`src/sv/dsac_pkg.sv`:
```
// Shared types, constants and the arctangent table for the DEM slope/aspect block.
package dsac_pkg;

    localparam int ELEV_W    = 21;
    localparam int GRAD_W    = 24;
    localparam int ABS_W     = 23;
    localparam int ANG_W     = 13;
    localparam int ASP_W     = 15;
    localparam int COST_W    = 16;
    localparam int ROW_W     = 16;
    localparam int COL_OUT_W = 12;
    localparam int LIM_W     = 13;
    localparam int CELL_W    = 16;
    localparam int CFG_IDX_W = 3;
    localparam int CFG_DAT_W = 16;
    localparam int IN_DATA_W  = 24;
    localparam int OUT_DATA_W = 96;

    // CORDIC datapath
    localparam int CX_W       = 44;
    localparam int CZ_W       = 23;
    localparam int TAB_W      = 20;
    localparam int NORM_BIT   = 39;
    localparam int CORDIC_STEPS = 20;
    localparam int SQRT_STEPS   = 32;
    localparam int DIV_STEPS    = 29;

    localparam logic [ANG_W-1:0] ANG90  = 13'd5760;
    localparam logic [ASP_W-1:0] ANG180 = 15'd11520;
    localparam logic [ASP_W-1:0] ANG360 = 15'd23040;
    localparam logic [CZ_W-1:0]  Z90    = 23'd1474560;

    // Register indexes
    localparam logic [CFG_IDX_W-1:0] CFG_COLS  = 3'd0;
    localparam logic [CFG_IDX_W-1:0] CFG_ROWS  = 3'd1;
    localparam logic [CFG_IDX_W-1:0] CFG_CELL  = 3'd2;
    localparam logic [CFG_IDX_W-1:0] CFG_LIMIT = 3'd3;
    localparam logic [CFG_IDX_W-1:0] CFG_INF   = 3'd4;

    typedef struct packed {
        logic                     grad;
        logic signed [GRAD_W-1:0] gx;
        logic signed [GRAD_W-1:0] gy;
    } calc_req_t;

    typedef struct packed {
        logic [ANG_W-1:0]  slope;
        logic [ASP_W-1:0]  aspect;
        logic              obstacle;
        logic [COST_W-1:0] slope_cost;
        logic [COST_W-1:0] distance_cost;
    } calc_rsp_t;

    // atan(2^-i) in 1/16384 degree, rounded to nearest
    function automatic logic [TAB_W-1:0] atan_entry(input logic [4:0] i);
        logic [TAB_W-1:0] t;
        unique case (i)
            5'd0:    t = 20'd737280;
            5'd1:    t = 20'd435242;
            5'd2:    t = 20'd229970;
            5'd3:    t = 20'd116736;
            5'd4:    t = 20'd58595;
            5'd5:    t = 20'd29326;
            5'd6:    t = 20'd14667;
            5'd7:    t = 20'd7334;
            5'd8:    t = 20'd3667;
            5'd9:    t = 20'd1833;
            5'd10:   t = 20'd917;
            5'd11:   t = 20'd458;
            5'd12:   t = 20'd229;
            5'd13:   t = 20'd115;
            5'd14:   t = 20'd57;
            5'd15:   t = 20'd29;
            5'd16:   t = 20'd14;
            5'd17:   t = 20'd7;
            5'd18:   t = 20'd4;
            5'd19:   t = 20'd2;
            default: t = 20'd0;
        endcase
        return t;
    endfunction

endpackage

```
`src/sv/dsac_calc.sv`:
```
// Shared iterative unit: gradient magnitude, two CORDIC arctangents and the cost divide.
module dsac_calc
(
    input  logic                             clk,
    input  logic                             rst_n,
    input  logic                             start,
    input  dsac_pkg::calc_req_t              req,
    input  logic [dsac_pkg::CELL_W-1:0]      cell_size,
    input  logic [dsac_pkg::LIM_W-1:0]       slope_limit,
    input  logic [dsac_pkg::COST_W-1:0]      infinite_cost,
    output logic                             done,
    output dsac_pkg::calc_rsp_t              rsp
);

    typedef enum logic [10:0] {
        C_IDLE  = 11'b00000000001,
        C_ABS   = 11'b00000000010,
        C_MUL1  = 11'b00000000100,
        C_MUL2  = 11'b00000001000,
        C_ADD   = 11'b00000010000,
        C_SQRT  = 11'b00000100000,
        C_ALOAD = 11'b00001000000,
        C_NORM  = 11'b00010000000,
        C_ROT   = 11'b00100000000,
        C_AFIN  = 11'b01000000000,
        C_COST  = 11'b10000000000
    } calc_state_t;

    localparam logic [5:0] DIV_LAST = 6'(dsac_pkg::DIV_STEPS - 1);

    calc_state_t state_reg, state_next;
    logic        div_run_reg;
    logic        done_reg;

    logic signed [dsac_pkg::GRAD_W-1:0] gx_reg, gy_reg;
    logic [dsac_pkg::ABS_W-1:0]         ax_reg, ay_reg;
    logic [45:0]                        prod_reg;
    logic [46:0]                        acc_reg;
    logic [63:0]                        sq_v_reg, sq_res_reg, sq_bit_reg;
    logic [5:0]                         iter_reg;
    logic                               sel_reg;
    logic signed [dsac_pkg::CX_W-1:0]   cx_reg, cy_reg;
    logic signed [dsac_pkg::CZ_W-1:0]   cz_reg;
    logic [dsac_pkg::ANG_W-1:0]         slope_reg;
    logic [dsac_pkg::ASP_W-1:0]         aspect_reg;
    logic                               obst_reg;
    logic [dsac_pkg::COST_W-1:0]        scost_reg, dcost_reg;
    logic [12:0]                        rem_reg;
    logic [28:0]                        num_reg, quo_reg;

    logic [dsac_pkg::CELL_W-1:0] cell_eff;
    logic [26:0]                 dq;
    logic [dsac_pkg::ABS_W-1:0]  mul_a;
    logic [63:0]                 sq_try;
    logic [dsac_pkg::CX_W-1:0]   ld_x, ld_y;
    logic                        ang_store;
    logic [dsac_pkg::ANG_W-1:0]  ang_val;
    logic [dsac_pkg::CZ_W-1:0]   z_clamp;
    logic [dsac_pkg::CZ_W:0]     z_round;
    logic [dsac_pkg::ASP_W-1:0]  alpha, asp_raw;
    logic signed [dsac_pkg::CX_W-1:0] dx, dy;
    logic signed [dsac_pkg::CZ_W-1:0] dz;
    logic [13:0]                 rem_sh;

    // Slope denominator: 6 * cell * 256
    assign cell_eff = (cell_size == '0) ? dsac_pkg::CELL_W'(1) : cell_size;
    assign dq       = {1'b0, cell_eff, 10'd0} + {2'b0, cell_eff, 9'd0};

    assign mul_a  = (state_reg == C_MUL1) ? ax_reg : ay_reg;
    assign sq_try = sq_res_reg + sq_bit_reg;

    // Arctangent operands: slope first, then aspect
    assign ld_x = sel_reg ? dsac_pkg::CX_W'(ax_reg) : dsac_pkg::CX_W'(dq);
    assign ld_y = sel_reg ? dsac_pkg::CX_W'(ay_reg) : dsac_pkg::CX_W'(sq_res_reg[31:0]);

    // CORDIC rotation step
    assign dx = cy_reg >>> iter_reg[4:0];
    assign dy = cx_reg >>> iter_reg[4:0];
    assign dz = $signed({3'b000, dsac_pkg::atan_entry(iter_reg[4:0])});

    // Clamp and round the angle to 1/64 degree
    always_comb
    begin
        if (cz_reg < 0)
            z_clamp = '0;
        else if (cz_reg > $signed(dsac_pkg::Z90))
            z_clamp = dsac_pkg::Z90;
        else
            z_clamp = cz_reg;
        z_round = {1'b0, z_clamp} + (dsac_pkg::CZ_W+1)'(128);
    end

    // Angle result of the current arctangent, with its special cases
    always_comb
    begin
        ang_store = 1'b0;
        ang_val   = '0;
        if (state_reg == C_ALOAD)
        begin
            if (ld_y == '0)
            begin
                ang_store = 1'b1;
                ang_val   = '0;
            end
            else if (ld_x == '0)
            begin
                ang_store = 1'b1;
                ang_val   = dsac_pkg::ANG90;
            end
        end
        else if (state_reg == C_AFIN)
        begin
            ang_store = 1'b1;
            ang_val   = z_round[dsac_pkg::ANG_W+7:8];
        end
    end

    // Aspect from alpha and the gradient signs
    always_comb
    begin
        alpha = dsac_pkg::ASP_W'(ang_val);
        if (gx_reg >= 0)
            asp_raw = (gy_reg >= 0) ? dsac_pkg::ANG180 + alpha : dsac_pkg::ANG180 - alpha;
        else
            asp_raw = (gy_reg > 0) ? dsac_pkg::ANG360 - alpha : alpha;
        if (asp_raw >= dsac_pkg::ANG360)
            asp_raw = asp_raw - dsac_pkg::ANG360;
    end

    assign rem_sh = {rem_reg, num_reg[28]};

    // Sequencer
    always_comb
    begin
        state_next = state_reg;
        unique case (state_reg)
            C_IDLE:
                if (start)
                    state_next = req.grad ? C_ABS : C_COST;
            C_ABS:
                state_next = ((gx_reg == '0) && (gy_reg == '0)) ? C_COST : C_MUL1;
            C_MUL1:
                state_next = C_MUL2;
            C_MUL2:
                state_next = C_ADD;
            C_ADD:
                state_next = C_SQRT;
            C_SQRT:
                if (iter_reg == 6'(dsac_pkg::SQRT_STEPS - 1))
                    state_next = C_ALOAD;
            C_ALOAD:
                if (ang_store)
                    state_next = sel_reg ? C_COST : C_ALOAD;
                else
                    state_next = C_NORM;
            C_NORM:
                if ((cx_reg[dsac_pkg::CX_W-1:dsac_pkg::NORM_BIT] != '0) ||
                    (cy_reg[dsac_pkg::CX_W-1:dsac_pkg::NORM_BIT] != '0))
                    state_next = C_ROT;
            C_ROT:
                if (iter_reg == 6'(dsac_pkg::CORDIC_STEPS - 1))
                    state_next = C_AFIN;
            C_AFIN:
                state_next = sel_reg ? C_COST : C_ALOAD;
            C_COST:
                if (!div_run_reg)
                begin
                    if (slope_reg >= slope_limit)
                        state_next = C_IDLE;
                end
                else if (iter_reg == DIV_LAST)
                    state_next = C_IDLE;
            default:
                state_next = C_IDLE;
        endcase
    end

    // Control state
    always_ff @(posedge clk or negedge rst_n)
    begin
        if (!rst_n)
        begin
            state_reg   <= C_IDLE;
            div_run_reg <= 1'b0;
            done_reg    <= 1'b0;
        end
        else
        begin
            state_reg <= state_next;
            done_reg  <= (state_reg == C_COST) && (state_next == C_IDLE);
            if (state_reg == C_COST)
                div_run_reg <= (state_next == C_COST);
            else
                div_run_reg <= 1'b0;
        end
    end

    // Datapath
    always_ff @(posedge clk)
    begin
        unique case (state_reg)
            C_IDLE:
            begin
                gx_reg     <= req.gx;
                gy_reg     <= req.gy;
                slope_reg  <= dsac_pkg::ANG90;
                aspect_reg <= '0;
            end
            C_ABS:
            begin
                ax_reg     <= dsac_pkg::ABS_W'((gx_reg < 0) ? -gx_reg : gx_reg);
                ay_reg     <= dsac_pkg::ABS_W'((gy_reg < 0) ? -gy_reg : gy_reg);
                slope_reg  <= '0;
                aspect_reg <= '0;
            end
            C_MUL1:
                prod_reg <= mul_a * mul_a;
            C_MUL2:
            begin
                acc_reg  <= {1'b0, prod_reg};
                prod_reg <= mul_a * mul_a;
            end
            C_ADD:
            begin
                sq_v_reg   <= {1'b0, acc_reg + {1'b0, prod_reg}, 16'd0};
                sq_res_reg <= '0;
                sq_bit_reg <= 64'd1 << 62;
                iter_reg   <= '0;
                sel_reg    <= 1'b0;
            end
            C_SQRT:
            begin
                if (sq_v_reg >= sq_try)
                begin
                    sq_v_reg   <= sq_v_reg - sq_try;
                    sq_res_reg <= (sq_res_reg >> 1) + sq_bit_reg;
                end
                else
                    sq_res_reg <= sq_res_reg >> 1;
                sq_bit_reg <= sq_bit_reg >> 2;
                iter_reg   <= iter_reg + 6'd1;
            end
            C_ALOAD:
            begin
                cx_reg   <= $signed(ld_x);
                cy_reg   <= $signed(ld_y);
                cz_reg   <= '0;
                iter_reg <= '0;
            end
            C_NORM:
                if ((cx_reg[dsac_pkg::CX_W-1:dsac_pkg::NORM_BIT] == '0) &&
                    (cy_reg[dsac_pkg::CX_W-1:dsac_pkg::NORM_BIT] == '0))
                begin
                    cx_reg <= cx_reg <<< 1;
                    cy_reg <= cy_reg <<< 1;
                end
            C_ROT:
            begin
                if (cy_reg >= 0)
                begin
                    cx_reg <= cx_reg + dx;
                    cy_reg <= cy_reg - dy;
                    cz_reg <= cz_reg + dz;
                end
                else
                begin
                    cx_reg <= cx_reg - dx;
                    cy_reg <= cy_reg + dy;
                    cz_reg <= cz_reg - dz;
                end
                iter_reg <= iter_reg + 6'd1;
            end
            C_AFIN: ;
            C_COST:
                if (!div_run_reg)
                begin
                    obst_reg  <= (slope_reg >= slope_limit);
                    scost_reg <= infinite_cost;
                    dcost_reg <= infinite_cost;
                    rem_reg   <= '0;
                    num_reg   <= {slope_reg, 16'd0};
                    quo_reg   <= '0;
                    iter_reg  <= '0;
                end
                else
                begin
                    if (rem_sh >= {1'b0, slope_limit})
                    begin
                        rem_reg <= 13'(rem_sh - {1'b0, slope_limit});
                        quo_reg <= {quo_reg[27:0], 1'b1};
                    end
                    else
                    begin
                        rem_reg <= rem_sh[12:0];
                        quo_reg <= {quo_reg[27:0], 1'b0};
                    end
                    num_reg  <= {num_reg[27:0], 1'b0};
                    iter_reg <= iter_reg + 6'd1;
                    if (iter_reg == DIV_LAST)
                    begin
                        scost_reg <= (rem_sh >= {1'b0, slope_limit}) ?
                                     {quo_reg[14:0], 1'b1} : {quo_reg[14:0], 1'b0};
                        dcost_reg <= '0;
                    end
                end
            default: ;
        endcase

        // Store a finished arctangent: slope first, then aspect
        if (ang_store)
        begin
            if (sel_reg)
                aspect_reg <= asp_raw;
            else
            begin
                slope_reg <= ang_val;
                sel_reg   <= 1'b1;
            end
        end
    end

    assign done              = done_reg;
    assign rsp.slope         = slope_reg;
    assign rsp.aspect        = aspect_reg;
    assign rsp.obstacle      = obst_reg;
    assign rsp.slope_cost    = scost_reg;
    assign rsp.distance_cost = dcost_reg;

endmodule

```
`config.mk`:
```
export PLATFORM = sky130hd
export DESIGN_NAME = dsac_calc
export DESIGN_NICKNAME = d
export VERILOG_FILES = /design/src/sv/dsac_pkg.sv /design/src/sv/dsac_calc.sv
export SDC_FILE = /design/constraint.sdc
export NUM_CORES = 2
export LEC_CHECK = 0
export ABC_CLOCK_PERIOD_IN_PS = 11530
export BUFFER_PORTS_ARGS = -buffer_cell sky130_fd_sc_hd__buf_2
export CORE_MARGIN = 3
export CORE_UTILIZATION = 55
export CTS_CLUSTER_DIAMETER = 80
export DETAILED_ROUTE_END_ITERATION = 12
export PLACE_DENSITY = 0.76
export SLEW_MARGIN = 25
export SYNTH_ARGS = -nofsm -noshare
export SYNTH_HDL_FRONTEND = slang
export SYNTH_SLANG_ARGS = --single-unit
```
`constraint.sdc`:
```
create_clock -name clk -period 11.53 [get_ports clk]
set_input_delay 1.153 -clock clk [delete_from_list [all_inputs] [get_ports clk]]
set_output_delay 1.153 -clock clk [all_outputs]
set_load 0.01 [all_outputs]
```
[Word-level counts from Yosys, hierarchy flattened]
Memory sizes are Yosys's and may differ from the RTL's. A register that Yosys moved wholly into a read port is not among the register bits.
Cells that the tools add are included.
Storage, ports and cells
  word-level logic and storage cells: 173
  ROM bits: 640
  latch bits: 0
  flip-flop bits (word level): 627
  RAM bits: 0
  output and inout port bits: 62
  input port bits: 97
  memories kept: 1
Memories
  (no name shown): words 32, width 20, rd ports 1, clocked after Yosys merged registers in 1, write ports 0, RTL line dsac_pkg.sv:57  | unique case (i)
Cells by class
  bitwise operators: 1
  divide/modulo/power cells: 0
  mux-type cells: 66
  multiply operators: 1
  reduce and logical (&&, ||, !) cells: 25
  equality and inequality tests: 19
  $lt $le $gt $ge: 12
  shift operators: 2
  add/subtract/negate cells: 20
Operators by type and width (number)
  case mux 64 bit (2 select lines): 3
  case mux 44 bit (3 select lines): 2
  two-way mux 44 bit: 4
  two-way mux 64 bit: 2
  two-way mux 11 bit: 11
  case mux 11 bit (11 select lines): 1
  two-way mux 15 bit: 7
  two-way mux 23 bit: 4
  two-way mux 13 bit: 7
  adder 44 bit: 2
  logical NOT 44 bit: 2
  >>> shifter 44 x 5 -> 44 bit: 2
  subtractor 44 bit: 2
  two-way mux 16 bit: 5
  adder 63 x 64 -> 64 bit: 1
  adder 64 bit: 1
  greater-or-equal comparator 64 bit: 1
  subtractor 64 bit: 1
  greater-or-equal comparator 24 x 1 -> 1 bit, second input constant: 2
  logical NOT 24 bit: 2
  less-than comparator 24 x 1 -> 1 bit, second input constant: 2
  adder 46 x 46 -> 47 bit: 1
  multiplier 23 x 23 -> 46 bit: 1
  negator 23 bit: 2
  51 further kinds: 78

[Depth between registers and ports, before layout]
  depth in word-level cells: 15
  mapped depth: 39
  mapped depth without buffers: 37

[Least setup slack after synthesis]
No wires, ideal clock.
  path type: reg-to-reg
  from: register state_reg[1]
  to: register prod_reg[45] (data pin)
  required time: 11.270 ns
  path buffers: 3
  slack: 1.814 ns
  period minus slack after synthesis: 9.716 ns
  cell stages (with the launch flop): 38
  arrival time: 9.456 ns
  path through: dfrtp_1 nor4_1 and2_1 clkbuf_1 nand2_1 nor3b_1 clkbuf_1 nand2_1 nand2_1 clkbuf_1 nand2_1 fa_1 inv_1 fa_1 fa_1 ha_1 inv_1 fa_1 (+2 left out) inv_1 fa_1 inv_1 ha_1 a21o_1 a21oi_1 nand2_1 a2111oi_0 o21ai_0 a31oi_1 o21ai_0 o31a_1 o21a_1 o21ai_0 o21ai_0 a221o_1 a21oi_1 xnor2_1
Between the ends
  word-level cells in the longest chain between the ends: 3
Ends and longest elaborated chain
  start, declared: RTL line dsac_calc.sv:31  | calc_state_t state_reg, state_next;
  start signal, assigned: RTL line dsac_calc.sv:189  | state_reg <= state_next;
  equality test 11 x 3 -> 1 bit: RTL line dsac_calc.sv:69, dsac_calc.sv:201
  two-way mux 23 bit: RTL line dsac_calc.sv:69  | assign mul_a = (state_reg == C_MUL1) ? ax_reg : ay_reg;
  multiplier 23 x 23 -> 46 bit: RTL line dsac_calc.sv:217, dsac_calc.sv:221
  end signal, assigned: RTL line dsac_calc.sv:217  | prod_reg <= mul_a * mul_a;
  end signal, assigned: RTL line dsac_calc.sv:221  | prod_reg <= mul_a * mul_a;
  end, declared: RTL line dsac_calc.sv:37  | logic [45:0] prod_reg;
Every way passes these cells.
A chain may end at the register's enable or synchronous reset.

[Worst setup path in the final report]
  from: register state_reg[4]
  to: register prod_reg[45] (data pin)
The elaborated chain is that of the path after synthesis.

==> out/metrics.cfg <==
[status]
status = finished clean

[clock_network]
clock_path_buffers = 3
postCtsHoldBufs = 0
cts_tree = yes
cts_root_buf = clkbuf_16
post_cts_buffers = 0
htreeDepth = 3
cts_buffers = 72
clock-sinks = 597
path_clk_slew_ns = 0.06
cts_resized = 0
clkLatencyLatePin_ns = 0.65

[grt]
grt.total_usage_pct = 28.8
grt_max_degree = 82
grt_pass1_vias = 49400
grt_pass1_wl_um = 271000
antenna_found_initial = 4
grt_overflow = 0

[cells_and_area]
final_nets = 7772
diodes = 0
finish.utilization_pct = 59.9
mostFrequentLayoutCell = nand2_1
syn2layout_area_growth_pct = 7.84
mostFrequentLayoutCells = 720 x nand2_1, 650 x inv_1, 592 x nor2_1
final_area_sq_mm = 0.0675
num-fill-cells = 9497
drive_above_1_share_pct = 8.74

[synth]
synth_edf_count = 535
synth_ff_type = edfxtp_1
syn_nets = 7725
synthArstFlopShare_pct = 2.18
synth_top_area_cell = edfxtp_1
synth_top_area_share_pct = 25.7
synth_seq_area_share_pct = 27.8
yosysWarnings = 0
syn_area_per_cell_sq_um = 9.32
syn-instance-count = 6718
ys_types = 92
ys_top_cells_by_area = edfxtp_1 26%, fa_1 13%, ha_1 10%
synth_area_sq_mm = 0.0626
synth-seq-cells = 597

[placed_design]
gp_congestion = 1.01
dpl_cell_area_sq_mm = 0.0648
dp_hpwl_um = 135000
portBuffers = 158

[routing]
drc_errors = 0
wl_per_cell_um = 20.7
routed_via_density = 6.17
ant_nets = 0
drt-pass1-iter-count = 9
routed_wl_um = 172000
via_count = 51300
drt_iter0_drc = 5669

[floorplanning]
core_area_sq_mm = 0.113
die-width_um = 343
die_h_um = 343
design.portCount = 159
die-area_sq_mm = 0.118
initial_core_util_pct = 55.6
rows = 123

[sta]
min_period_ns = 10.56
fmax_mhz = 94.7
relSlewSlack_pct = 24.0
holdWs_ns = 0.449
setup-violations-final = 0
fin_crit_sh_pct = 91.6
rsz0062_at_grt = false
skew_ns = 0.0395
finalHoldViolCount = 0
drv_slew = 0
tns_ns = 0
tightest_slew_ns = 1.13

[run]
maxCapViolCount = 0

[critical_path]
cp.arrival_ns = 10.95
cp_num_buf_inv = 8
cp-end-kind = flip-flop
r2r-start = state_reg[4]
start_kind = flip-flop
crit_path_max_fanout = 19
reg2reg_to = prod_reg[45]
r2r_setup_slack_ns = 0.97
rr_worst_depth = 37
cp_common_cell = inv_1
crit_family = compound AO/OA/AOI/OAI gates
slowest_delay_ns = 0.54
required_ns = 11.91
critPathLaunch = state_reg[4]
path_class = flip-flop to flip-flop
slowest_stage = clkinv_1

[min_path]
hp-class = input port to asynchronous set/reset pin

[Yosys cell counts (all sizes together) (130+ instances only)]
master  count
inv       660
xor2      216
nor2      595
a21o      130
fa        391
a21oi     304
xnor2     300
ha        519
clkbuf    191
o21ai     407
nand2     723
edfxtp    535
[worst max path at each step]
stage	slack [ns]	depth (start not counted)	endpoint
5_1_grt	0.45	37	prod_reg[45]
4_1_cts	1.14	37	prod_reg[45]
3_5_place_dp	1.17	37	prod_reg[45]
3_3_place_gp	1.45	37	prod_reg[45]
2_1_floorplan	1.81	37	prod_reg[45]
6_report	0.97	37	prod_reg[45]
[layout make-up]
type                            count  area [sq um]  share of cell area (%)
Multi-Input combinational cell   5207         41800                    62.0
Timing Repair Buffer              222          1290                    1.91
Tap cell                         1500          1880                    2.78
Sequential cell                   597         17400                    25.7
Clock buffer                       85          1970                    2.91
Clock inverter                     44           636                   0.942
Inverter                          665          2500                    3.70
[through the flow]
step,setup WS (ns),cells
3_3_place_gp,1.45,8190
4_1_cts,1.14,8319
3_5_place_dp,1.17,8190
5_1_grt,0.452,8320
2_1_floorplan,1.81,6718
6_report,0.969,8320
[routing by layer]
metal / up-vias / part of all wire (%) / wire length, um / global-route usage [%]
met5: - / 0.016 / 27 / 0
met4: 4 / 3.1 / 5340 / 8.51
met3: 403 / 11 / 19600 / 7.39
met2: 2481 / 43 / 74600 / 43.6
met1: 24600 / 42 / 72800 / 40.9
li1: 23800 / - / - / -
[logic make-up (layout without fill, tap and decap cells)]
kind of cell | Yosys count | in the layout | synth area share [%]
xor+xnor | 516 | 516 | 7.22
compound gates | 1428 | 1428 | 14.6
fa+ha+maj | 910 | 910 | 22.9
simple gates | 2095 | 2095 | 15.5
mux | 258 | 258 | 6.52
flops | 597 | 597 | 27.8
buf+inv | 914 | 1016 | 5.56
Power is not shown: default switching activity piles up to over one toggle a cycle in this logic, so the estimate is an artifact.
